==> src/rtl/core/sfdr_pkg.sv <==
// Shared types and constants of the sync frame deframer and router.
`default_nettype none

package sfdr_pkg;

	localparam int CNT_W      = 17;
	localparam int LEN_W      = 16;
	localparam int MASK_W     = 4;
	localparam int ROUTE_REGS = 4;
	localparam int PADDR_W    = 5;
	localparam int PDATA_W    = 32;
	localparam int REG_IDX_W  = 3;

	localparam logic [7:0] SYNC_A = 8'h55;
	localparam logic [7:0] SYNC_B = 8'hAA;

	localparam logic [CNT_W-1:0] HDR_LEN = CNT_W'(8);
	localparam logic [CNT_W-1:0] CRC_LEN = CNT_W'(2);

	localparam logic [7:0]       IDLE_LIMIT_RST  = 8'd2;
	localparam logic [LEN_W-1:0] MAX_PAYLOAD_RST = 16'd4086;

	typedef enum logic {
		OP_BYTE = 1'b0,
		OP_TICK = 1'b1
	} opcode_t;

	localparam logic [REG_IDX_W-1:0] REG_IDLE_LIMIT  = 3'd0;
	localparam logic [REG_IDX_W-1:0] REG_MAX_PAYLOAD = 3'd1;
	localparam logic [REG_IDX_W-1:0] REG_FILT0       = 3'd2;

	typedef struct packed {
		logic       en;
		logic [7:0] app_id;
		logic [7:0] msg_lo;
		logic [7:0] msg_hi;
	} route_filter_t;

	typedef struct packed {
		logic [7:0]                        idle_tick_limit;
		logic [LEN_W-1:0]                  max_payload;
		route_filter_t [ROUTE_REGS-1:0]    route_filter;
	} cfg_t;

endpackage

`default_nettype wire

==> src/rtl/core/sfdr_if.sv <==
// Valid/ready channel interfaces for input items and result items.
`default_nettype none

interface sfdr_in_if;
	logic       valid;
	logic       ready;
	logic       opcode;
	logic [7:0] rx_byte;

	modport source (output valid, output opcode, output rx_byte, input ready);
	modport sink   (input valid, input opcode, input rx_byte, output ready);
endinterface

interface sfdr_out_if;
	logic        valid;
	logic        ready;
	logic [7:0]  out_byte;
	logic [16:0] byte_offset;
	logic        byte_valid;
	logic        frame_last;
	logic        frame_abort;
	logic [15:0] payload_length;
	logic [3:0]  route_mask;

	modport source (output valid, output out_byte, output byte_offset, output byte_valid,
		output frame_last, output frame_abort, output payload_length, output route_mask,
		input ready);
	modport sink (input valid, input out_byte, input byte_offset, input byte_valid,
		input frame_last, input frame_abort, input payload_length, input route_mask,
		output ready);
endinterface

`default_nettype wire

==> src/rtl/core/sfdr_cfg_regs.sv <==
// APB-style configuration register file of the deframer.
`default_nettype none

module sfdr_cfg_regs
	import sfdr_pkg::*;
#(
	parameter int NUM_ROUTES = 4
) (
	input  wire logic               clk,
	input  wire logic               arst_n,
	input  wire logic               psel,
	input  wire logic               penable,
	input  wire logic               pwrite,
	input  wire logic [PADDR_W-1:0] paddr,
	input  wire logic [PDATA_W-1:0] pwdata,
	output logic      [PDATA_W-1:0] prdata,
	output logic                    pready,
	output cfg_t                    cfg
);

	localparam int NUM_FILT = (NUM_ROUTES < ROUTE_REGS) ? NUM_ROUTES : ROUTE_REGS;

	logic [REG_IDX_W-1:0] reg_idx;
	logic                 wr_en;
	logic [7:0]           idle_limit_q;
	logic [LEN_W-1:0]     max_payload_q;

	assign reg_idx = paddr[PADDR_W-1:2];
	assign wr_en   = psel && penable && pwrite;
	assign pready  = 1'b1;

	always_ff @(posedge clk or negedge arst_n) begin
		if (!arst_n) begin
			idle_limit_q  <= IDLE_LIMIT_RST;
			max_payload_q <= MAX_PAYLOAD_RST;
		end else if (wr_en) begin
			if (reg_idx == REG_IDLE_LIMIT) begin
				idle_limit_q <= pwdata[7:0];
			end
			if (reg_idx == REG_MAX_PAYLOAD) begin
				max_payload_q <= pwdata[LEN_W-1:0];
			end
		end
	end

	assign cfg.idle_tick_limit = idle_limit_q;
	assign cfg.max_payload     = max_payload_q;

	// Filters past the configured route count are not stored and read as disabled.
	for (genvar i = 0; i < ROUTE_REGS; i++) begin : g_filt
		if (i < NUM_FILT) begin : g_store
			route_filter_t filt_q;

			always_ff @(posedge clk or negedge arst_n) begin
				if (!arst_n) begin
					filt_q <= '0;
				end else if (wr_en && reg_idx == REG_IDX_W'(REG_FILT0 + i)) begin
					filt_q <= route_filter_t'(pwdata[$bits(route_filter_t)-1:0]);
				end
			end

			assign cfg.route_filter[i] = filt_q;
		end else begin : g_none
			assign cfg.route_filter[i] = '0;
		end
	end

	always_comb begin
		prdata = '0;
		case (reg_idx)
			REG_IDLE_LIMIT:  prdata = PDATA_W'(idle_limit_q);
			REG_MAX_PAYLOAD: prdata = PDATA_W'(max_payload_q);
			default: begin
				if (reg_idx >= REG_FILT0 && reg_idx < REG_IDX_W'(REG_FILT0 + ROUTE_REGS)) begin
					prdata = PDATA_W'(cfg.route_filter[2'(reg_idx - REG_FILT0)]);
				end
			end
		endcase
	end

endmodule

`default_nettype wire

==> src/rtl/core/sfdr_route_match.sv <==
// Route filter comparators: one mask bit per matching enabled filter.
`default_nettype none

module sfdr_route_match
	import sfdr_pkg::*;
(
	input  wire cfg_t               cfg,
	input  wire logic [7:0]         app_id,
	input  wire logic [7:0]         msg_id,
	output logic      [MASK_W-1:0]  mask
);

	always_comb begin
		mask = '0;
		for (int i = 0; i < ROUTE_REGS; i++) begin
			mask[i] = cfg.route_filter[i].en
				&& cfg.route_filter[i].app_id == app_id
				&& msg_id >= cfg.route_filter[i].msg_lo
				&& msg_id <= cfg.route_filter[i].msg_hi;
		end
	end

endmodule

`default_nettype wire

==> src/rtl/core/sfdr_core.sv <==
// Deframer datapath: input register, frame state, decode logic and result register.
`default_nettype none

module sfdr_core
	import sfdr_pkg::*;
(
	input  wire logic  clk,
	input  wire logic  arst_n,
	input  wire cfg_t  cfg,
	sfdr_in_if.sink    in_ch,
	sfdr_out_if.source out_ch
);

	// Input register
	logic       valid_s1;
	logic       opcode_s1;
	logic [7:0] rx_byte_s1;

	// Frame state
	logic [CNT_W-1:0] byte_count_q;
	logic [LEN_W-1:0] length_hold_q;
	logic [7:0]       app_id_q;
	logic [7:0]       msg_id_q;
	logic [7:0]       len_high_q;
	logic [7:0]       idle_ticks_q;
	logic             activity_q;

	// Result register
	logic              out_valid_q;
	logic [7:0]        out_byte_q;
	logic [CNT_W-1:0]  offset_q;
	logic              byte_valid_q;
	logic              last_q;
	logic              abort_q;
	logic [LEN_W-1:0]  len_q;
	logic [MASK_W-1:0] mask_q;

	logic              advance;
	logic              in_accept;

	logic [CNT_W-1:0]  cnt_n;
	logic [LEN_W-1:0]  len_hold_n;
	logic [7:0]        app_id_n;
	logic [7:0]        msg_id_n;
	logic [7:0]        len_high_n;
	logic [7:0]        idle_n;
	logic              activity_n;

	logic              res_valid;
	logic [7:0]        r_byte;
	logic [CNT_W-1:0]  r_off;
	logic              r_bvalid;
	logic              r_last;
	logic              r_abort;
	logic [LEN_W-1:0]  r_len;
	logic [MASK_W-1:0] r_mask;

	logic [MASK_W-1:0] match_mask;
	logic [7:0]        idle_inc;
	logic [LEN_W-1:0]  hdr_len;
	logic [CNT_W-1:0]  cnt_inc;
	logic [CNT_W-1:0]  frame_end;

	sfdr_route_match u_match (
		.cfg    (cfg),
		.app_id (app_id_q),
		.msg_id (msg_id_q),
		.mask   (match_mask)
	);

	// The held item moves on when the result register is empty or being drained.
	assign advance      = valid_s1 && (!out_valid_q || out_ch.ready);
	assign in_ch.ready  = !valid_s1 || advance;
	assign in_accept    = in_ch.valid && in_ch.ready;

	assign idle_inc  = idle_ticks_q + 8'd1;
	assign hdr_len   = {len_high_q, rx_byte_s1};
	assign cnt_inc   = byte_count_q + CNT_W'(1);
	assign frame_end = CNT_W'(length_hold_q) + HDR_LEN + CRC_LEN;

	always_comb begin
		cnt_n      = byte_count_q;
		len_hold_n = length_hold_q;
		app_id_n   = app_id_q;
		msg_id_n   = msg_id_q;
		len_high_n = len_high_q;
		idle_n     = idle_ticks_q;
		activity_n = activity_q;
		res_valid  = 1'b0;
		r_byte     = '0;
		r_off      = '0;
		r_bvalid   = 1'b0;
		r_last     = 1'b0;
		r_abort    = 1'b0;
		r_len      = '0;
		r_mask     = '0;

		if (opcode_s1 == OP_TICK) begin
			if (activity_q) begin
				activity_n = 1'b0;
				idle_n     = '0;
			end else if (byte_count_q != '0) begin
				if (idle_inc < cfg.idle_tick_limit) begin
					idle_n = idle_inc;
				end else begin
					cnt_n      = '0;
					len_hold_n = '0;
					idle_n     = '0;
					res_valid  = 1'b1;
					r_abort    = 1'b1;
				end
			end
		end else begin
			activity_n = 1'b1;
			res_valid  = 1'b1;
			if (byte_count_q == '0) begin
				if (rx_byte_s1 == SYNC_A) begin
					r_bvalid = 1'b1;
					r_byte   = rx_byte_s1;
					cnt_n    = CNT_W'(1);
				end
			end else if (byte_count_q == CNT_W'(1)) begin
				if (rx_byte_s1 == SYNC_B) begin
					r_bvalid = 1'b1;
					r_byte   = rx_byte_s1;
					r_off    = CNT_W'(1);
					cnt_n    = CNT_W'(2);
				end else begin
					// A fresh 0x55 restarts the frame in place of the broken one.
					r_abort = 1'b1;
					if (rx_byte_s1 == SYNC_A) begin
						r_bvalid = 1'b1;
						r_byte   = rx_byte_s1;
						cnt_n    = CNT_W'(1);
					end else begin
						cnt_n = '0;
					end
				end
			end else if (byte_count_q == HDR_LEN - CNT_W'(1)) begin
				r_len = hdr_len;
				if (hdr_len > cfg.max_payload) begin
					r_abort    = 1'b1;
					cnt_n      = '0;
					len_hold_n = '0;
				end else begin
					len_hold_n = hdr_len;
					r_bvalid   = 1'b1;
					r_byte     = rx_byte_s1;
					r_off      = byte_count_q;
					cnt_n      = HDR_LEN;
				end
			end else begin
				if (byte_count_q == CNT_W'(2)) begin
					app_id_n = rx_byte_s1;
				end
				if (byte_count_q == CNT_W'(3)) begin
					msg_id_n = rx_byte_s1;
				end
				if (byte_count_q == CNT_W'(5)) begin
					len_high_n = rx_byte_s1;
				end
				r_bvalid = 1'b1;
				r_byte   = rx_byte_s1;
				r_off    = byte_count_q;
				r_len    = (byte_count_q >= HDR_LEN) ? length_hold_q : '0;
				cnt_n    = cnt_inc;
				if (byte_count_q >= HDR_LEN && cnt_inc >= frame_end) begin
					r_last     = 1'b1;
					r_mask     = match_mask;
					cnt_n      = '0;
					len_hold_n = '0;
				end
			end
		end
	end

	always_ff @(posedge clk or negedge arst_n) begin
		if (!arst_n) begin
			valid_s1 <= 1'b0;
		end else if (in_accept) begin
			valid_s1 <= 1'b1;
		end else if (advance) begin
			valid_s1 <= 1'b0;
		end
	end

	always_ff @(posedge clk) begin
		if (in_accept) begin
			opcode_s1  <= in_ch.opcode;
			rx_byte_s1 <= in_ch.rx_byte;
		end
	end

	always_ff @(posedge clk or negedge arst_n) begin
		if (!arst_n) begin
			byte_count_q  <= '0;
			length_hold_q <= '0;
			app_id_q      <= '0;
			msg_id_q      <= '0;
			len_high_q    <= '0;
			idle_ticks_q  <= '0;
			activity_q    <= 1'b0;
		end else if (advance) begin
			byte_count_q  <= cnt_n;
			length_hold_q <= len_hold_n;
			app_id_q      <= app_id_n;
			msg_id_q      <= msg_id_n;
			len_high_q    <= len_high_n;
			idle_ticks_q  <= idle_n;
			activity_q    <= activity_n;
		end
	end

	always_ff @(posedge clk or negedge arst_n) begin
		if (!arst_n) begin
			out_valid_q <= 1'b0;
		end else if (advance) begin
			out_valid_q <= res_valid;
		end else if (out_ch.ready) begin
			out_valid_q <= 1'b0;
		end
	end

	always_ff @(posedge clk) begin
		if (advance && res_valid) begin
			out_byte_q   <= r_byte;
			offset_q     <= r_off;
			byte_valid_q <= r_bvalid;
			last_q       <= r_last;
			abort_q      <= r_abort;
			len_q        <= r_len;
			mask_q       <= r_mask;
		end
	end

	assign out_ch.valid          = out_valid_q;
	assign out_ch.out_byte       = out_byte_q;
	assign out_ch.byte_offset    = offset_q;
	assign out_ch.byte_valid     = byte_valid_q;
	assign out_ch.frame_last     = last_q;
	assign out_ch.frame_abort    = abort_q;
	assign out_ch.payload_length = len_q;
	assign out_ch.route_mask     = mask_q;

endmodule

`default_nettype wire

==> src/rtl/core/sync_frame_deframer_router_top.sv <==
// Top level of the sync frame deframer and router.
//
//  Channel  Direction  Transaction                       Fields
//  in_ch    sink       one received byte or timer tick   opcode, rx_byte
//  out_ch   source     one per byte, one per abort tick  out_byte .. route_mask
//  apb      slave      register write or read            paddr, pwdata, prdata
//
// An accepted item is held in the input register and is then decoded into the result
// register, from which its result is offered; while the result side does not stall,
// one item is taken every cycle.
// The input register and result register decouple the two sides: a stalled result
// holds and the next item waits in the input register, after which input ready drops.
// Reset clears the frame state, the registers to their defaults and both valids.
`default_nettype none

module sync_frame_deframer_router_top
	import sfdr_pkg::*;
#(
	parameter int NUM_ROUTES = 4
) (
	input  wire logic               clk,
	input  wire logic               arst_n,
	sfdr_in_if.sink                 in_ch,
	sfdr_out_if.source              out_ch,
	input  wire logic               psel,
	input  wire logic               penable,
	input  wire logic               pwrite,
	input  wire logic [PADDR_W-1:0] paddr,
	input  wire logic [PDATA_W-1:0] pwdata,
	output logic      [PDATA_W-1:0] prdata,
	output logic                    pready
);

	cfg_t cfg;

	sfdr_cfg_regs #(
		.NUM_ROUTES (NUM_ROUTES)
	) u_regs (
		.clk     (clk),
		.arst_n  (arst_n),
		.psel    (psel),
		.penable (penable),
		.pwrite  (pwrite),
		.paddr   (paddr),
		.pwdata  (pwdata),
		.prdata  (prdata),
		.pready  (pready),
		.cfg     (cfg)
	);

	sfdr_core u_core (
		.clk    (clk),
		.arst_n (arst_n),
		.cfg    (cfg),
		.in_ch  (in_ch),
		.out_ch (out_ch)
	);

endmodule

`default_nettype wire
==> src/flat_wrapper.sv <==
// flat-port wrapper written by rule: the top's interface ports become plain ports
module sync_frame_deframer_router_top_flat import sfdr_pkg::*;
#(
	parameter int NUM_ROUTES = 4
)
  (clk, arst_n, psel, penable, pwrite, paddr, pwdata, prdata, pready, in_ch_valid, in_ch_opcode, in_ch_rx_byte, in_ch_ready, out_ch_valid, out_ch_out_byte, out_ch_byte_offset, out_ch_byte_valid, out_ch_frame_last, out_ch_frame_abort, out_ch_payload_length, out_ch_route_mask, out_ch_ready);
  sfdr_in_if in_ch_i ();
  sfdr_out_if out_ch_i ();
  input  wire logic clk;
  input  wire logic arst_n;
  input  wire logic psel;
  input  wire logic penable;
  input  wire logic pwrite;
  input  wire logic [PADDR_W-1:0] paddr;
  input  wire logic [PDATA_W-1:0] pwdata;
  output logic      [PDATA_W-1:0] prdata;
  output logic pready;
  input wire logic [$bits(in_ch_i.valid)-1:0] in_ch_valid;
  input wire logic [$bits(in_ch_i.opcode)-1:0] in_ch_opcode;
  input wire logic [$bits(in_ch_i.rx_byte)-1:0] in_ch_rx_byte;
  output wire logic [$bits(in_ch_i.ready)-1:0] in_ch_ready;
  output wire logic [$bits(out_ch_i.valid)-1:0] out_ch_valid;
  output wire logic [$bits(out_ch_i.out_byte)-1:0] out_ch_out_byte;
  output wire logic [$bits(out_ch_i.byte_offset)-1:0] out_ch_byte_offset;
  output wire logic [$bits(out_ch_i.byte_valid)-1:0] out_ch_byte_valid;
  output wire logic [$bits(out_ch_i.frame_last)-1:0] out_ch_frame_last;
  output wire logic [$bits(out_ch_i.frame_abort)-1:0] out_ch_frame_abort;
  output wire logic [$bits(out_ch_i.payload_length)-1:0] out_ch_payload_length;
  output wire logic [$bits(out_ch_i.route_mask)-1:0] out_ch_route_mask;
  input wire logic [$bits(out_ch_i.ready)-1:0] out_ch_ready;
  assign in_ch_i.valid = in_ch_valid;
  assign in_ch_i.opcode = in_ch_opcode;
  assign in_ch_i.rx_byte = in_ch_rx_byte;
  assign in_ch_ready = in_ch_i.ready;
  assign out_ch_valid = out_ch_i.valid;
  assign out_ch_out_byte = out_ch_i.out_byte;
  assign out_ch_byte_offset = out_ch_i.byte_offset;
  assign out_ch_byte_valid = out_ch_i.byte_valid;
  assign out_ch_frame_last = out_ch_i.frame_last;
  assign out_ch_frame_abort = out_ch_i.frame_abort;
  assign out_ch_payload_length = out_ch_i.payload_length;
  assign out_ch_route_mask = out_ch_i.route_mask;
  assign out_ch_i.ready = out_ch_ready;
  sync_frame_deframer_router_top #(.NUM_ROUTES(NUM_ROUTES)) u_core (.clk(clk), .arst_n(arst_n), .in_ch(in_ch_i), .out_ch(out_ch_i), .psel(psel), .penable(penable), .pwrite(pwrite), .paddr(paddr), .pwdata(pwdata), .prdata(prdata), .pready(pready));
endmodule
==> config.mk <==
export PLATFORM = sky130hd
export DESIGN_NAME = sync_frame_deframer_router_top_flat
export DESIGN_NICKNAME = d
export VERILOG_FILES = /design/src/rtl/core/sfdr_pkg.sv /design/src/rtl/core/sfdr_if.sv /design/src/rtl/core/sfdr_cfg_regs.sv /design/src/rtl/core/sfdr_route_match.sv /design/src/rtl/core/sfdr_core.sv /design/src/rtl/core/sync_frame_deframer_router_top.sv /design/src/flat_wrapper.sv
export SDC_FILE = /design/constraint.sdc
export NUM_CORES = 1
export LEC_CHECK = 0
export BUFFER_PORTS_ARGS = -buffer_cell sky130_fd_sc_hd__buf_2
export CORE_AREA = 2 2 183 185
export DETAILED_ROUTE_END_ITERATION = 10
export DIE_AREA = 0 0 185 187
export SYNTH_ARGS = -nofsm -noshare
export SYNTH_HDL_FRONTEND = slang
export SYNTH_SLANG_ARGS = --single-unit
==> constraint.sdc <==
create_clock -name clk -period 3.1 [get_ports clk]
set_input_delay 0.155 -clock clk [delete_from_list [all_inputs] [get_ports clk]]
set_output_delay 0.155 -clock clk [all_outputs]
set_load 0.05 [all_outputs]
Yosys cells after proc, flatten, opt, wreduce, memory -nomap -nowiden
Index checks and enable logic that the tools add are counted.
{"block": "totals", "register_bits": 249, "out_inout_bits": 83}
{"block": "classes", "add_sub_neg": 5, "order_cmp": 15, "n_eq_ne": 22, "muxes": 62, "bitwise_logic": 5, "reduce_logical": 46}
{"cell": "17-bit two-way mux", "n": 12}
{"cell": "16-bit two-way mux", "n": 11}
{"cell": "8-bit two-way mux", "n": 9}
{"cell": "25-bit binary-select mux with 2-bit select", "n": 1}
{"cell": "25-bit two-way mux", "n": 2}
{"cell": "25-bit case mux with 2 select lines", "n": 1}
{"cell": "17-bit by 2-bit == test with 1-bit output, second input constant", "n": 2}
{"cell": "17-bit by 3-bit == test with 1-bit output, second input constant", "n": 2}
{"cell": "8-bit == test", "n": 4}
{"cell": "8-bit >= comparator", "n": 4}
{"cell": "8-bit less-or-equal comparator", "n": 4}
{"cell": "1-bit two-way mux", "n": 24}
{"cell": "1-bit logical AND", "n": 23}
{"cell": "6-bit AND reduction", "n": 3}
{"cell": "16-bit by 4-bit adder with 17-bit output, second input constant", "n": 1}
{"cell": "17-bit by 1-bit adder with 17-bit output, second input constant", "n": 1}
{"cell": "17-bit by 2-bit adder with 17-bit output, second input constant", "n": 1}
{"cell": "17-bit by 1-bit == test with 1-bit output, second input constant", "n": 1}
{"cell": "17-bit >= comparator", "n": 1}
{"cell": "17-bit by 4-bit >= comparator with 1-bit output, second input constant", "n": 1}
{"cell": "17-bit zero test", "n": 1}
{"cell": "17-bit nonzero test", "n": 1}
{"cell": "16-bit > comparator", "n": 1}
{"cell": "8-bit by 1-bit adder with 8-bit output, second input constant", "n": 1}
{"cell": "29 further kinds", "n": 43}

Depth between registers and ports, before layout
{"block": "depth", "ltp_word": 9, "ltp_mapped": 14, "mapped_depth_nobuf": 12}

Cells and area by module
Synthesis repeated with hierarchy kept, for this count alone.
{"block": "hier_totals", "hier_cells": 1276, "area_unflattened_um2": 14543.9}
{"mod": "sfdr_core", "instances": 1, "cells_each": 628, "area_each_um2": 6832.8, "seq_area_each_um2": 3413.3}
{"mod": "sfdr_cfg_regs", "instances": 1, "cells_each": 391, "area_each_um2": 5821.8, "seq_area_each_um2": 3116.7}
{"mod": "sfdr_route_match", "instances": 1, "cells_each": 257, "area_each_um2": 1889.3, "seq_area_each_um2": 0.0}

Worst setup path before layout
OpenSTA, ideal clock, no wires.
{"block": "synth_path", "kind": "register -> register", "from": "reg u_core.u_core.idle_ticks_q[0]", "to": "reg u_core.u_core.offset_q[0], in the netlist u_core.u_core.out_ch.byte_offset[0] (enable)", "setup_time_ns": 0.411, "arrival_time_ns": 2.909, "path_slack_ns": -0.220, "path_stages_with_launch": 11, "n_path_buf": 0, "period_less_slack_ns": 3.320, "path_cell_list": "dfrtp_1 -> ha_1 -> nand3_1 -> nor2_1 -> xor2_1 -> ha_1 -> o21ai_0 -> a21oi_1 -> o22ai_1 -> o21ai_2 -> and2_1"}
{"block": "synth_between", "elab_chain_cells": 7}
{"element": "from (decl)", "line": "sfdr_core.sv:25", "text": "logic [7:0] idle_ticks_q;"}
{"element": "from (signal assigned)", "line": "sfdr_core.sv:209", "text": "idle_ticks_q <= idle_n;"}
{"element": "8-bit by 1-bit adder with 8-bit output", "line": "sfdr_core.sv:76", "text": "assign idle_inc = idle_ticks_q + 8'd1;"}
{"element": "8-bit < comparator", "line": "sfdr_core.sv:103", "text": "if (idle_inc < cfg.idle_tick_limit) begin"}
{"element": "1-bit two-way mux", "line": "sfdr_core.sv:103"}
{"element": "1-bit two-way mux", "line": "sfdr_core.sv:102", "text": "end else if (byte_count_q != '0) begin"}
{"element": "1-bit two-way mux", "line": "sfdr_core.sv:99", "text": "if (activity_q) begin"}
{"element": "1-bit two-way mux", "line": "sfdr_core.sv:98", "text": "if (opcode_s1 == OP_TICK) begin"}
{"element": "1-bit logical AND", "line": "sfdr_core.sv:225", "text": "if (advance && res_valid) begin"}
{"element": "to (signal assigned)", "line": "sfdr_core.sv:227", "text": "offset_q <= r_off;"}
{"element": "to (decl)", "line": "sfdr_core.sv:31", "text": "logic [CNT_W-1:0] offset_q;"}
Every way passes these cells.
A chain may end at the register's enable or synchronous reset.

Worst setup path in the final report
{"block": "layout_path", "from": "reg u_core.u_core.byte_count_q[1]", "to": "reg u_core.u_core.length_hold_q[8]"}
{"block": "layout_between", "elab_chain_cells": 5, "word_cells_on_any_way": 17, "cone_classes": "1 x add/sub; 2 x order compare; 5 x eq/ne; 4 x mux; 5 x reduce/logical"}
{"element": "from (decl)", "line": "sfdr_core.sv:20", "text": "logic [CNT_W-1:0] byte_count_q;"}
{"element": "from (signal assigned)", "line": "sfdr_core.sv:204", "text": "byte_count_q <= cnt_n;"}
{"element": "17-bit by 1-bit adder with 17-bit output / 17-bit by 3-bit == test with 1-bit output (equally long branches)", "line": "sfdr_core.sv:78, sfdr_core.sv:139"}
{"element": "17-bit >= comparator / 16-bit two-way mux (equally long branches)", "line": "sfdr_core.sv:167, sfdr_core.sv:139"}
{"element": "1-bit logical AND / 16-bit two-way mux (equally long branches)", "line": "sfdr_core.sv:167, sfdr_core.sv:122"}
{"element": "3-bit nonzero test (no line) / 16-bit two-way mux (equally long branches)"}
{"element": "7-bit AND reduction (no line) / 16-bit two-way mux (equally long branches)"}
{"element": "to (signal assigned)", "line": "sfdr_core.sv:205", "text": "length_hold_q <= len_hold_n;"}
{"element": "to (decl)", "line": "sfdr_core.sv:21", "text": "logic [LEN_W-1:0] length_hold_q;"}
Parallel ways exist; a longest one is shown, timed or not. The select of a mux whose other input is x is not followed.

==> results.py <==
metrics = {
    "outcome": {
        "status": "complete, but fails checks",
        "violations": "setup timing",
    },
    "timing": {
        "min_period_over_period_pct": 102,
        "hold_slack_ns": 0.110,
        "relSlewSlack_pct": 56.2,
        "post-route-min-period_ns": 3.17,
        "setup_tns_ns": -1.24,
        "skew_ns": 0.0272,
        "setup_viol_count_final": 24,
        "tightest_slew_ns": 0.654,
        "drv_slew": 0,
        "hold_viol_final": 0,
        "max_freq_ghz": 0.316,
        "rsz0062_at_grt": "yes",
        "fin_ws_ns": -0.0661,
    },
    "clocking": {
        "clk_latency_ns": 0.58,
        "clock-root-buffer": "clkbuf_16",
        "cts_tree": "built",
        "clk_pin_slew_ns": 0.07,
        "cts_buffers": 29,
        "htree_levels": 1,
        "cts.sinks": 249,
        "cts_buffer_depth": 3,
    },
    "power": {
        "p_leak_uw": 0.00836,
        "seqPwrFrac_pct": 36.7,
        "combPwrFrac_pct": 36.4,
        "internal_power_uw": 8070,
        "ir_drop_v": 0.000454,
        "swShare_pct": 37.5,
        "switchingPower_uw": 4850,
        "p_clk_share_pct": 27.0,
        "p_per_area_mw_per_mm2": 730,
    },
    "layout": {
        "syn_to_final_growth_pct": 22.5,
        "antenna_cells": 0,
        "seq_area_mm2": 0.00653,
        "stdcell_count": 2010,
        "drive_above_1_share_pct": 28.5,
        "nNetsFinal": 1706,
        "n_fill_cell": 2935,
        "multi_input_area_mm2": 0.00749,
    },
    "logic_synthesis": {
        "synth_top_area_cell": "dfrtp_1",
        "synth-async-reset-ratio_pct": 77.1,
        "synth.area.mux_share_pct": 12.3,
        "yosysWarnings": 0,
        "yosys.area_share.simple_pct": 13.0,
        "synthAdderAreaFrac_pct": 9.70,
        "synth.distinct_cells": 76,
        "synth-edff-count": 57,
        "synth_area_mm2": 0.0144,
        "synth_area_leaders": "dfrtp_1 (31%), edfxtp_1 (12%), ha_1 (9.7%)",
        "yosysMostFrequentCell": "dfrtp_1",
        "ys_ff_latch": 249,
        "synthXorXnorAreaFrac_pct": 3.88,
        "synth_ff_type": "dfrtp_1",
        "syn_avg_cell_area_um2": 10.8,
        "ys_seq_area_share_pct": 45.2,
        "synth_top_area_share_pct": 31.4,
        "synth_top_family_by_area": "simple AND/OR/NAND/NOR gates",
        "synthTopCellsByCount": "dfrtp_1 (181), nand2_1 (133), ha_1 (112)",
        "synth_cells": 1336,
        "synth_compound_area_share_pct": 10.8,
    },
    "place": {
        "dp_cells": 1911,
        "hpwl_um": 27800,
        "finalWeightedCongestion": 0.883,
        "io_buffers": 118,
        "dp_slack_ns": -0.201,
    },
    "setup_path": {
        "r2r_cells": 14,
        "cp.required_ns": 3.54,
        "crit_arrival_ns": 3.61,
        "path_max_fanout": 8,
        "cp-end-kind": "register",
        "crit_type": "register to register",
        "worstSetupStartpointType": "register",
        "rrSetupSlack_ns": -0.07,
    },
    "floorplanning": {
        "die_area_mm2": 0.0346,
        "die_x_um": 185,
        "initial_core_util_pct": 43.9,
        "num_rows": 67,
        "die_y_um": 187,
        "io_pins": 136,
        "core_area_mm2": 0.0329,
    },
    "detailed_routing": {
        "vias": 10900,
        "drc": 0,
        "drt_iter0_drc": 769,
        "first_pass_iters": 5,
        "wl_um": 38900,
        "via_per_inst": 5.44,
        "wl_per_cell_um": 19.4,
        "antenna_left": 0,
    },
    "global_routing": {
        "antenna_found_initial": 1,
        "grt_pass1_vias": 11000,
        "grt_pass1_wl_um": 61300,
        "grt_max_degree": 83,
        "overflow": 0,
        "gr-usage-all-layers_pct": 22.6,
    },
    "run": {
        "max_cap_violations": 0,
    },
    "min_path": {
        "min_path_cells": 5,
        "hp-class": "primary input to register",
    },
}
[worst max-delay path, stage by stage (launching register included)]
cell and delay, ns:
dfrtp_1 0.40, ha_4 0.18, nand2_4 0.06, nor4_4 0.33
nand2_2 0.12, xnor2_2 0.16, ha_1 0.30, a21oi_2 0.15
o21ai_2 0.08, buf_4 0.14, a2111oi_4 0.39, o21ai_4 0.11
nand4_4 0.16, buf_12 0.16, mux2_4 0.30
[layout by cell type, fill, tap and decap left out, types with 30 or more instances in the layout]
cell and instances:
a21oi_1 51, buf_2 117, buf_4 73, clkbuf_16 30
dfrtp_1 180, dlygate4sd3_1 39, edfxtp_1 57, ha_1 111
inv_1 97, mux2_2 82, nand2_1 131, nand3_1 34
nor2_1 39, o21ai_0 82, xor2_1 39
[worst paths after layout]
path	from	end
setup / recovery	u_core.u_core.byte_count_q[1]	u_core.u_core.length_hold_q[8]
hold / removal	pwrite	u_core.u_regs.max_payload_q[1]
setup reg to reg	u_core.u_core.byte_count_q[1]	u_core.u_core.length_hold_q[8]
hold reg to reg	u_core.u_core.idle_ticks_q[7]	u_core.u_core.idle_ticks_q[7]
max in group asynchronous	arst_n	u_core.u_core.idle_ticks_q[0]
min in group asynchronous	arst_n	u_core.u_regs.cfg[0]
[kinds of logic after synthesis]
logic type	Yosys count
flops	249
simple gates	366
xor+xnor	64
buf+inv	173
other cells	2
mux	130
compound gates	240
fa+ha+maj	112
[flip-flops by register name, indices dropped and copies added, names as in the netlist, 16 cells and up]
register                             count
u_core.u_regs.max_payload_q             16
u_core.u_core.out_ch.byte_offset        17
u_core.u_regs.cfg                      100
u_core.u_core.length_hold_q             16
u_core.u_core.out_ch.payload_length     16
u_core.u_core.byte_count_q              17
[stage by stage]
stage / area, um^2 / total power [uW] / util [%]
after floorplan: 14500 / 7660 / -
after global placement: 16000 / 9030 / 48.6
after detailed placement: 16000 / 9130 / 48.6
after CTS: 17500 / 12800 / 53.2
after global routing: 17700 / 13700 / 53.8
final: 17700 / 12900 / 53.8
[cell type report]
| cell class | count | share of cell area (%) |
|---|---|---|
| Sequential cell | 249 | 36.9 |
| Multi-Input combinational cell | 920 | 42.4 |
| Timing Repair Buffer | 243 | 9.96 |
| Tap cell | 448 | 3.17 |
| Clock buffer | 40 | 4.74 |
| Inverter | 98 | 2.08 |
| Clock inverter | 12 | 0.771 |
[per-layer routing]
| metal | vias to the layer above | global-route usage, % | part of all wire [%] | wire, um |
|---|---|---|---|---|
| met3 | 78 | 2.51 | 4.6 | 1800 |
| met2 | 300 | 36.7 | 46 | 18000 |
| met5 | - | 0 | 0 | 0 |
| met4 | 0 | 6.62 | 3.1 | 1200 |
| li1 | 5171 | - | - | - |
| met1 | 5390 | 32.0 | 46 | 17900 |
[timing repair]
item | 4_1_cts | 5_1_grt
hold buffers | 39 | 0
buffers inserted | 3 | 3
endpoints found under the setup margin | 35 | 79
cloned | 1 | 1
gates resized for setup | 23 | 43
endpoints found under the hold margin | 206 | 0
pin swaps | 9 | 13
[power by group through the flow]
stage               Clock, uW  Sequential [uW]  Combinational, uW
floorplan                   0             4700               2960
global placement            0             4740               4290
detailed placement          0             4760               4370
CTS                      3550             4710               4560
global route             3670             4820               5160
finish                   3490             4730               4690
(Power assumes the default switching activity.)
